`src/rtl/umcp_pkg.sv`:
```
// ----------------------------------------------------------------------------
// umcp_pkg
// Types and constants shared by the memory command parser modules.
// ----------------------------------------------------------------------------
package umcp_pkg;

    // Protocol characters.
    localparam logic [7:0] CH_NEWLINE = 8'h0A;
    localparam logic [7:0] CH_W_UP    = 8'h57;
    localparam logic [7:0] CH_W_LO    = 8'h77;
    localparam logic [7:0] CH_R_UP    = 8'h52;
    localparam logic [7:0] CH_R_LO    = 8'h72;
    localparam logic [7:0] CH_B_UP    = 8'h42;
    localparam logic [7:0] CH_B_LO    = 8'h62;
    localparam logic [7:0] CH_S_UP    = 8'h53;
    localparam logic [7:0] CH_S_LO    = 8'h73;

    // Result kinds.
    localparam logic [1:0] KIND_ERROR = 2'd0;
    localparam logic [1:0] KIND_WRITE = 2'd1;
    localparam logic [1:0] KIND_READ  = 2'd2;

    typedef enum logic [2:0] {
        PH_OP      = 3'd0,
        PH_TYPE    = 3'd1,
        PH_ADDR_HI = 3'd2,
        PH_ADDR_LO = 3'd3,
        PH_VALUE   = 3'd4
    } phase_t;

    typedef struct packed {
        phase_t      phase;
        logic        is_read;
        logic        is_string;
        logic [15:0] address;
    } parse_state_t;

    typedef struct packed {
        logic [1:0]  cmd_kind;
        logic [15:0] mem_address;
        logic [7:0]  write_data;
    } result_t;

endpackage

```
`src/rtl/umcp_decoder.sv`:
```
// ----------------------------------------------------------------------------
// umcp_decoder
// Combinational parse step: next parser state and the optional result for
// one received byte.
// ----------------------------------------------------------------------------
module umcp_decoder (
    input  umcp_pkg::parse_state_t state,
    input  logic [7:0]             rx_byte,
    output umcp_pkg::parse_state_t state_next,
    output logic                   result_valid,
    output umcp_pkg::result_t      result
);

    logic is_newline;
    logic op_write;
    logic op_read;
    logic type_byte;
    logic type_string;

    assign is_newline  = (rx_byte == umcp_pkg::CH_NEWLINE);
    assign op_write    = (rx_byte == umcp_pkg::CH_W_UP) || (rx_byte == umcp_pkg::CH_W_LO);
    assign op_read     = (rx_byte == umcp_pkg::CH_R_UP) || (rx_byte == umcp_pkg::CH_R_LO);
    assign type_byte   = (rx_byte == umcp_pkg::CH_B_UP) || (rx_byte == umcp_pkg::CH_B_LO);
    assign type_string = (rx_byte == umcp_pkg::CH_S_UP) || (rx_byte == umcp_pkg::CH_S_LO);

    // Next state.
    always_comb begin
        state_next = state;
        if (is_newline) begin
            state_next.phase = umcp_pkg::PH_OP;
        end else begin
            case (state.phase)
                umcp_pkg::PH_TYPE: begin
                    if (type_byte || type_string) begin
                        state_next.is_string = type_string;
                        state_next.phase     = umcp_pkg::PH_ADDR_HI;
                    end else begin
                        state_next.phase = umcp_pkg::PH_OP;
                    end
                end
                umcp_pkg::PH_ADDR_HI: begin
                    state_next.address = {rx_byte, 8'h00};
                    state_next.phase   = umcp_pkg::PH_ADDR_LO;
                end
                umcp_pkg::PH_ADDR_LO: begin
                    state_next.address = {state.address[15:8], rx_byte};
                    state_next.phase   = umcp_pkg::PH_VALUE;
                end
                umcp_pkg::PH_VALUE: begin
                    // String mode walks the address, wrapping at 16 bits.
                    if (state.is_string) begin
                        state_next.address = state.address + 16'd1;
                    end
                end
                default: begin
                    // Unused phase codes behave as waiting for the operation letter.
                    if (op_write || op_read) begin
                        state_next.is_read = op_read;
                        state_next.phase   = umcp_pkg::PH_TYPE;
                    end else begin
                        state_next.phase = umcp_pkg::PH_OP;
                    end
                end
            endcase
        end
    end

    // Result.
    always_comb begin
        result_valid       = 1'b0;
        result.cmd_kind    = umcp_pkg::KIND_ERROR;
        result.mem_address = 16'h0000;
        result.write_data  = 8'h00;
        if (!is_newline) begin
            case (state.phase)
                umcp_pkg::PH_TYPE: begin
                    result_valid = !(type_byte || type_string);
                end
                umcp_pkg::PH_ADDR_HI,
                umcp_pkg::PH_ADDR_LO: begin
                    result_valid = 1'b0;
                end
                umcp_pkg::PH_VALUE: begin
                    result_valid       = 1'b1;
                    result.mem_address = state.address;
                    if (state.is_read) begin
                        result.cmd_kind = umcp_pkg::KIND_READ;
                    end else begin
                        result.cmd_kind   = umcp_pkg::KIND_WRITE;
                        result.write_data = rx_byte;
                    end
                end
                default: begin
                    result_valid = !(op_write || op_read);
                end
            endcase
        end
    end

endmodule

```
`src/rtl/umcp_out_buf.sv`:
```
// ----------------------------------------------------------------------------
// umcp_out_buf
// Output register with a skid stage, so one more result can be taken while
// the receiver stalls.
// ----------------------------------------------------------------------------
module umcp_out_buf (
    input  logic              aclk,
    input  logic              aresetn,
    input  logic              in_valid,
    input  umcp_pkg::result_t in_result,
    output logic              in_ready,
    output logic              out_valid,
    output umcp_pkg::result_t out_result,
    input  logic              out_ready
);

    logic              out_valid_reg;
    logic              out_valid_next;
    umcp_pkg::result_t out_data_reg;
    umcp_pkg::result_t out_data_next;
    logic              skid_valid_reg;
    logic              skid_valid_next;
    umcp_pkg::result_t skid_data_reg;
    umcp_pkg::result_t skid_data_next;
    logic              out_free;

    assign in_ready   = !skid_valid_reg;
    assign out_valid  = out_valid_reg;
    assign out_result = out_data_reg;
    assign out_free   = !out_valid_reg || out_ready;

    always_comb begin
        out_valid_next  = out_valid_reg;
        out_data_next   = out_data_reg;
        skid_valid_next = skid_valid_reg;
        skid_data_next  = skid_data_reg;
        if (out_free) begin
            if (skid_valid_reg) begin
                // No new request enters while the skid stage is full.
                out_valid_next  = 1'b1;
                out_data_next   = skid_data_reg;
                skid_valid_next = 1'b0;
            end else begin
                out_valid_next = in_valid;
                if (in_valid) begin
                    out_data_next = in_result;
                end
            end
        end else if (in_valid) begin
            skid_valid_next = 1'b1;
            skid_data_next  = in_result;
        end
    end

    always_ff @(posedge aclk) begin
        if (!aresetn) begin
            out_valid_reg  <= 1'b0;
            skid_valid_reg <= 1'b0;
        end else begin
            out_valid_reg  <= out_valid_next;
            skid_valid_reg <= skid_valid_next;
        end
        out_data_reg  <= out_data_next;
        skid_data_reg <= skid_data_next;
    end

endmodule

```
`src/rtl/uart_memory_command_parser.sv`:
```
// ----------------------------------------------------------------------------
// uart_memory_command_parser
// Turns received serial bytes into memory write and read requests.
// ----------------------------------------------------------------------------
// Bytes from the serial receiver enter on the s_ stream, one per request.
// A command is an operation letter (W/w or R/r), a type letter (B/b or
// S/s), a high and a low address byte, then any number of value bytes.
// Every value byte yields one request on the m_ stream: a write carries the
// byte, a read carries zero data. String mode steps the address after each
// request. A newline returns to waiting for the operation letter, and a bad
// letter yields an error result with zero address and data.
// The parse step is one level of logic between the parser state register
// and the output register: a byte is taken every cycle while s_tready is
// high, and its result is registered. A skid stage behind the output
// register takes one more result while the receiver stalls; s_tready
// drops only while that stage is full.
// Reset clears the parser to waiting for the operation letter, write, byte
// mode and address zero, and empties the output stages.
// ----------------------------------------------------------------------------
module uart_memory_command_parser (
    input  logic        aclk,
    input  logic        aresetn,
    input  logic        s_tvalid,
    output logic        s_tready,
    input  logic [7:0]  s_tdata,   // [7:0] rx_byte
    output logic        m_tvalid,
    input  logic        m_tready,
    output logic [23:0] m_tdata,   // [15:0] mem_address, [23:16] write_data
    output logic [1:0]  m_tuser    // [1:0] cmd_kind
);

    umcp_pkg::parse_state_t state_reg;
    umcp_pkg::parse_state_t state_next;
    logic                   s_accept;
    logic                   dec_valid;
    umcp_pkg::result_t      dec_result;
    umcp_pkg::result_t      m_result;

    assign s_accept = s_tvalid && s_tready;

    umcp_decoder u_decoder (
        .state        (state_reg),
        .rx_byte      (s_tdata),
        .state_next   (state_next),
        .result_valid (dec_valid),
        .result       (dec_result)
    );

    always_ff @(posedge aclk) begin
        if (!aresetn) begin
            state_reg.phase     <= umcp_pkg::PH_OP;
            state_reg.is_read   <= 1'b0;
            state_reg.is_string <= 1'b0;
            state_reg.address   <= 16'h0000;
        end else if (s_accept) begin
            state_reg <= state_next;
        end
    end

    umcp_out_buf u_out_buf (
        .aclk       (aclk),
        .aresetn    (aresetn),
        .in_valid   (s_accept && dec_valid),
        .in_result  (dec_result),
        .in_ready   (s_tready),
        .out_valid  (m_tvalid),
        .out_result (m_result),
        .out_ready  (m_tready)
    );

    assign m_tdata = {m_result.write_data, m_result.mem_address};
    assign m_tuser = m_result.cmd_kind;

endmodule
```
`config.mk`:
```
export PLATFORM = sky130hd
export DESIGN_NAME = uart_memory_command_parser
export DESIGN_NICKNAME = d
export VERILOG_FILES = /design/src/rtl/umcp_pkg.sv /design/src/rtl/umcp_decoder.sv /design/src/rtl/umcp_out_buf.sv /design/src/rtl/uart_memory_command_parser.sv
export SDC_FILE = /design/constraint.sdc
export NUM_CORES = 1
export LEC_CHECK = 0
export ABC_AREA = 1
export BUFFER_PORTS_ARGS = -buffer_cell sky130_fd_sc_hd__buf_2
export CAP_MARGIN = 25
export CELL_PAD_IN_SITES_DETAIL_PLACEMENT = 1
export CELL_PAD_IN_SITES_GLOBAL_PLACEMENT = 1
export CORE_MARGIN = 2
export CORE_UTILIZATION = 44
export CTS_BUF_LIST = sky130_fd_sc_hd__clkbuf_16
export DETAILED_ROUTE_END_ITERATION = 16
export GPL_TIMING_DRIVEN = 0
export PLACE_DENSITY = 0.83
export SYNTH_ARGS = -nofsm -noshare
export SYNTH_HDL_FRONTEND = slang
export SYNTH_SLANG_ARGS = --single-unit
```
`constraint.sdc`:
```
create_clock -name aclk -period 4.5 [get_ports aclk]
set_input_delay 0.45 -clock aclk [delete_from_list [all_inputs] [get_ports aclk]]
set_output_delay 0.45 -clock aclk [all_outputs]
set_load 0.03 [all_outputs]
```
==> results_dict.tcl, run 1 <==
set metrics [dict create \
    power.density_nw_per_um2 373.1 \
    place_hpwl_um 8180 \
    grt_pass1_vias 3620 \
    detailed_place.area_um2 4153 \
    grt_util_all_layers_pct 24.83 \
    postSynthNetCount 490 \
    ys_types 27 \
    end_kind "output pin" \
    cap_violations 0 \
    cts-buffers-inserted 9 \
    ctsResizeCount 0 \
    initial_utilization_pct 45.79 \
    die_h_um 96.70 \
    finalNonFillerCells 640 \
    dr.max_layer_used "met4" \
    die_w_um 96.70 \
    viasPerCell 5.261 \
    skew_ns 0.007113 \
    status "finished, final reports clean" \
    wl_met2_um 5673 \
    antenna_found_initial 0 \
    htree_levels 3 \
    synth_top_area_share_pct 41.30 \
    startpoint_type "flop" \
    pre_cts_slack_ns 2.130 \
    drt-pass1-iter-count 4 \
    fmax_ghz 0.4451 \
    post_cts_buffers 0 \
    finalPower_w 0.001670 \
    cts_sinks 75 \
    synth_area_leaders "edfxtp_1, nand2_1, dfxtp_1, nor2_1, inv_1" \
    wl_met3_um 486 \
    core_area_um2 8258 \
    wl_met1_um 4624 \
    rr_worst_depth 11 \
    setup_viol 0 \
    drt-total-wl_um 11160 \
    ctsRootBufferMaster "clkbuf_16" \
    synth_top_cell_by_area "edfxtp_1" \
    critPathRequiredTime_ns 4.05 \
    num_io_pins 40 \
    slew_headroom_pct 63.94 \
    area_delta_synth_final_pct 18.40 \
    die-area_um2 9351 \
    synth_cells 477 \
    grt_setup_unrepaired "false" \
    fillers 1018 \
    tritoncts "built" \
    grt_pass1_wl_um 18330 \
    gp_congestion 0.8343 \
    synth-seq-cells 75 \
    path_class "flop to output pin" \
    tns_ns 0 \
    r2r-end "u_out_buf.out_result[22]" \
    clk_latency_ns 0.34 \
    power_leakage_nw 1.980 \
    max-vdd-ir-drop_v 0.0002451 \
    r2r_slack_ns 2.27 \
    cts-hold-fix-buffers 0 \
    ys_warn_count 0 \
    drive_gt1_share_pct 16.07 \
    num_vias 3367 \
    route.detailed.drc 0 \
    clk_path_buf_depth 2 \
    hp-class "primary input to flop" \
    hold_violations 0 \
    numPortBuffers 39 \
    cts.clk_slew.worst_paths_ns 0.06 \
    syn_area_um2 3781 \
    nets 543 \
    wire_per_inst_um 17.44 \
    finalCritPeriodShare_pct 49.93 \
    drt_iter0_markers 190 \
    placed_cells 624 \
    crit_end "s_tready" \
    yosysSeqAreaShare_pct 53.47 \
    syn_area_per_cell_um2 7.927 \
    antennaDiodeCount 0 \
    final_antenna_net_count 0 \
    rows 33 \
    period_needed_ns 2.247 \
    finalMaxSlewViolations 0 \
    worstReg2RegStart "state_reg[19]" \
    path_max_fanout 10 \
    cp-startpoint "u_out_buf.skid_valid_reg" \
    grt_overflow 0 \
    worst_slack_ns 2.253 \
    cp.arrival_ns 1.80 \
    grt_max_degree 22 \
    final_cell_area_um2 4477 \
    worstMarginPinSlew_ns 0.5409 \
]
[placed cells by master (no fill, tap or decap), types with 2 or more instances in the layout]
master,count
nand2_2,2
dfxtp_1,23
buf_6,7
nand4_1,9
nor2_1,84
nand3_1,22
xor2_1,2
buf_2,41
nand2_4,5
clkinv_1,3
nand3b_1,3
nor3_1,5
a21oi_1,17
nand2_1,170
clkbuf_16,9
o21ai_0,8
bufinv_16,2
inv_2,5
nor2_2,6
clkbuf_1,5
clkinv_4,2
edfxtp_1,52
inv_6,2
inv_1,42
[cells by family after synthesis]
family	count (synthesis)	synth area share, %
AND/OR/NAND/NOR	311	34.98
flip-flops	75	53.47
XOR/XNOR	2	0.4634
buffers and inverters	62	7.280
AO/OA/AOI/OAI	26	3.475
adder cells (fa/ha/maj)	1	0.3309
[metal layers]
| metal | global-route usage [%] | vias up |
|---|---|---|
| met1 | 29.39 | 1607 |
| li1 | - | 1631 |
| met5 | 0 | - |
| met3 | 4.552 | 31 |
| met4 | 10.18 | 0 |
| met2 | 44.23 | 98 |
[report_power, final]
part | switching [W] | leakage, nW | internal, W
clock network | 0.000300 | 0.158 | 0.000489
registers | 0.00000658 | 0.691 | 0.000759
logic | 0.0000881 | 1.13 | 0.0000271
[final cells by class]
cell class | count | area (µm²) | area share (%)
clock inverter | 7 | 98.84 | 2.208
multi-input combinational | 340 | 1491 | 33.31
clock buffer | 9 | 225.2 | 5.031
timing repair buffer | 42 | 232.7 | 5.198
sequential | 75 | 2022 | 45.16
tap | 105 | 131.4 | 2.935
inverter | 50 | 190.2 | 4.248
buffer | 12 | 85.08 | 1.901
[stage by stage]
step | hold slack [ns] | utilization, %
after floorplan | 0.4472 | -
after global placement | 0.4831 | 49.74
after detailed placement | 0.5015 | 50.29
after CTS | 0.4123 | 54.21
after global routing | 0.4264 | 54.21
final | 0.4133 | 54.21
[cell usage after synthesis (all sizes together)]
cell	n
nand2	177
clkinv	2
nor3b	1
edfxtp	52
xor2	2
nor2	91
ha	1
dfxtp	23
nand4	10
o21ai	8
and2	1
o22ai	1
nand3b	3
clkbuf	5
buf	7
a21oi	17
inv	48
nand3	22
nor3	6
[worst max-delay path: stages (launching register included)]
cell      delay (ns)
dfxtp_1         0.36
buf_2           0.24
clkinv_1        0.27
clkbuf_1        0.32
buf_2           0.26
[worst min-delay path by stage]
stage | slack (ns) | from | endpoint | cells past startpoint
2_1_floorplan | 0.45 | state_reg[16] | state_reg[16] | 2
3_3_place_gp | 0.48 | state_reg[16] | state_reg[16] | 2
3_5_place_dp | 0.50 | state_reg[16] | state_reg[16] | 2
4_1_cts | 0.41 | aresetn | state_reg[5] | 3
5_1_grt | 0.43 | aresetn | state_reg[5] | 3
6_report | 0.41 | aresetn | state_reg[5] | 3
(Power assumes the default switching activity.)
==> run 2, diff against run 1 <==
Settings changed: CORE_UTILIZATION 44 to 39, PLACE_DENSITY 0.83 to 0.78.
Clock period 4.5 ns to 1.95 ns, I/O delays scaled along.
==> run 2 against run 1 <==
Compared with the run above: non-clock buffer count increased by 4; sequential power increased by 130%; sequential share of layout area down 0.86 points; register-to-register slack worse by 2.2 ns.
==> results_dict.tcl, run 2 (same netlist as run 1, synthesis figures left out) <==
set metrics [dict create \
    grt_util_all_layers_pct 21.20 \
    final_common_cell "nand2_1" \
    drt-pass1-iter-count 4 \
    end_kind "output pin" \
    cp.arrival_ns 1.66 \
    viasPerCell 4.979 \
    grt_pass1_vias 3302 \
    worstMarginPinSlew_ns 0.5329 \
    rows 35 \
    nets 548 \
    drt_iter0_markers 170 \
    area_delta_synth_final_pct 20.85 \
    place_hpwl_um 7390 \
    slew_headroom_pct 64.34 \
    wl_met3_um 371 \
    wire_per_inst_um 15.73 \
    die_w_um 102.5 \
    min_delay_path_depth 3 \
    antenna_found_initial 0 \
    skew_ns 0.009051 \
    grt_setup_unrepaired "false" \
    die_h_um 102.5 \
    path_class "flop to output pin" \
    placed_cells 646 \
    status "finished, final reports clean" \
    finalMaxSlewViolations 0 \
    setup_viol 0 \
    hold_ws_ns 0.1673 \
    clk_path_buf_depth 2 \
    initial_utilization_pct 40.54 \
    num_io_pins 40 \
    period_needed_ns 1.854 \
    hp-class "primary input to flop" \
    hold_violations 0 \
    drt-total-wl_um 10520 \
    cts-buffers-inserted 9 \
    numPortBuffers 39 \
    critPathRequiredTime_ns 1.75 \
    route.detailed.drc 0 \
    grt_max_degree 22 \
    cts_sinks 75 \
    path_max_fanout 10 \
    fillers 1178 \
    drive_gt1_share_pct 18.15 \
    clk_latency_ns 0.34 \
    cts-hold-fix-buffers 0 \
    fmax_ghz 0.5395 \
    finalPower_w 0.003776 \
    grt_pass1_wl_um 16580 \
    die-area_um2 10500 \
    max-vdd-ir-drop_v 0.0003575 \
    dr.max_layer_used "met4" \
    power_leakage_nw 2.002 \
    num_vias 3331 \
    cap_violations 0 \
    htree_levels 3 \
    final_antenna_net_count 0 \
    startpoint_type "flop" \
    grt_overflow 0 \
    power.density_nw_per_um2 826.3 \
    finalNonFillerCells 669 \
    core_area_um2 9328 \
    antennaDiodeCount 0 \
    tritoncts "built" \
    rr_worst_depth 9 \
    wl_met2_um 5121 \
    cts.clk_slew.worst_paths_ns 0.07 \
    finalCritPeriodShare_pct 95.05 \
    tns_ns 0 \
    gp_congestion 0.8900 \
    final_cell_mix "nand2_1, nor2_1, edfxtp_1, inv_1, buf_2" \
    wl_met1_um 4728 \
    ctsRootBufferMaster "clkbuf_16" \
]
-- run 2: stage by stage --
stage               util (%)  instance area (µm²)  setup WS [ns]
floorplan                  -                 3806       -0.07248
global placement       44.63                 4163        -0.4506
detailed placement     44.79                 4178        -0.3013
CTS                    48.77                 4549        0.01105
global route           48.99                 4569       0.001303
finish                 48.99                 4569        0.09644
-- run 2: final timing paths --
| check | startpoint | endpoint | slack, ns |
|---|---|---|---|
| worst max register to register | state_reg[18] | u_out_buf.skid_data_reg[20] | 0.1 |
| worst min register to register | state_reg[4] | state_reg[4] | 0.50 |
| worst max-delay path | u_out_buf.skid_valid_reg | s_tready | 0.1 |
| worst min-delay path | aresetn | state_reg[15] | 0.17 |
-- run 2: timing repair --
item | CTS | global route
endpoints found under the setup margin | 48 | 47
cloned | 1 | 0
pin swaps | 3 | 1
buffers inserted | 6 | 0
gates resized for setup | 3 | 7
-- run 2: power breakdown --
group          internal (W)  switching, W  total, W
sequential          0.00175     0.0000128   0.00176
clock              0.000998      0.000721   0.00172
combinational     0.0000792      0.000213  0.000293
-- run 2: layout make-up --
cell class,instances,area (µm²),area share (%)
flip-flops and latches,75,2024,44.30
multi-input cells,341,1526,33.41
repair buffers,46,272.8,5.969
clock buffers,9,225.2,4.929
inverters,50,193.9,4.244
well taps,129,161.4,3.532
plain buffers,12,90.09,1.972
clock inverters,7,75.07,1.643
-- run 2: metal layers --
metal  up-vias  GRT usage [%]
li1       1639              -
met1      1603          26.10
met2        70          36.60
met3        19          3.146
met4         0          9.744
met5         -              0
-- run 2: worst max-delay path: stages, from the launching register on --
cell and delay, ns:
dfxtp_1 0.39, buf_2 0.25, clkinv_2 0.19, clkbuf_2 0.26, buf_2 0.23
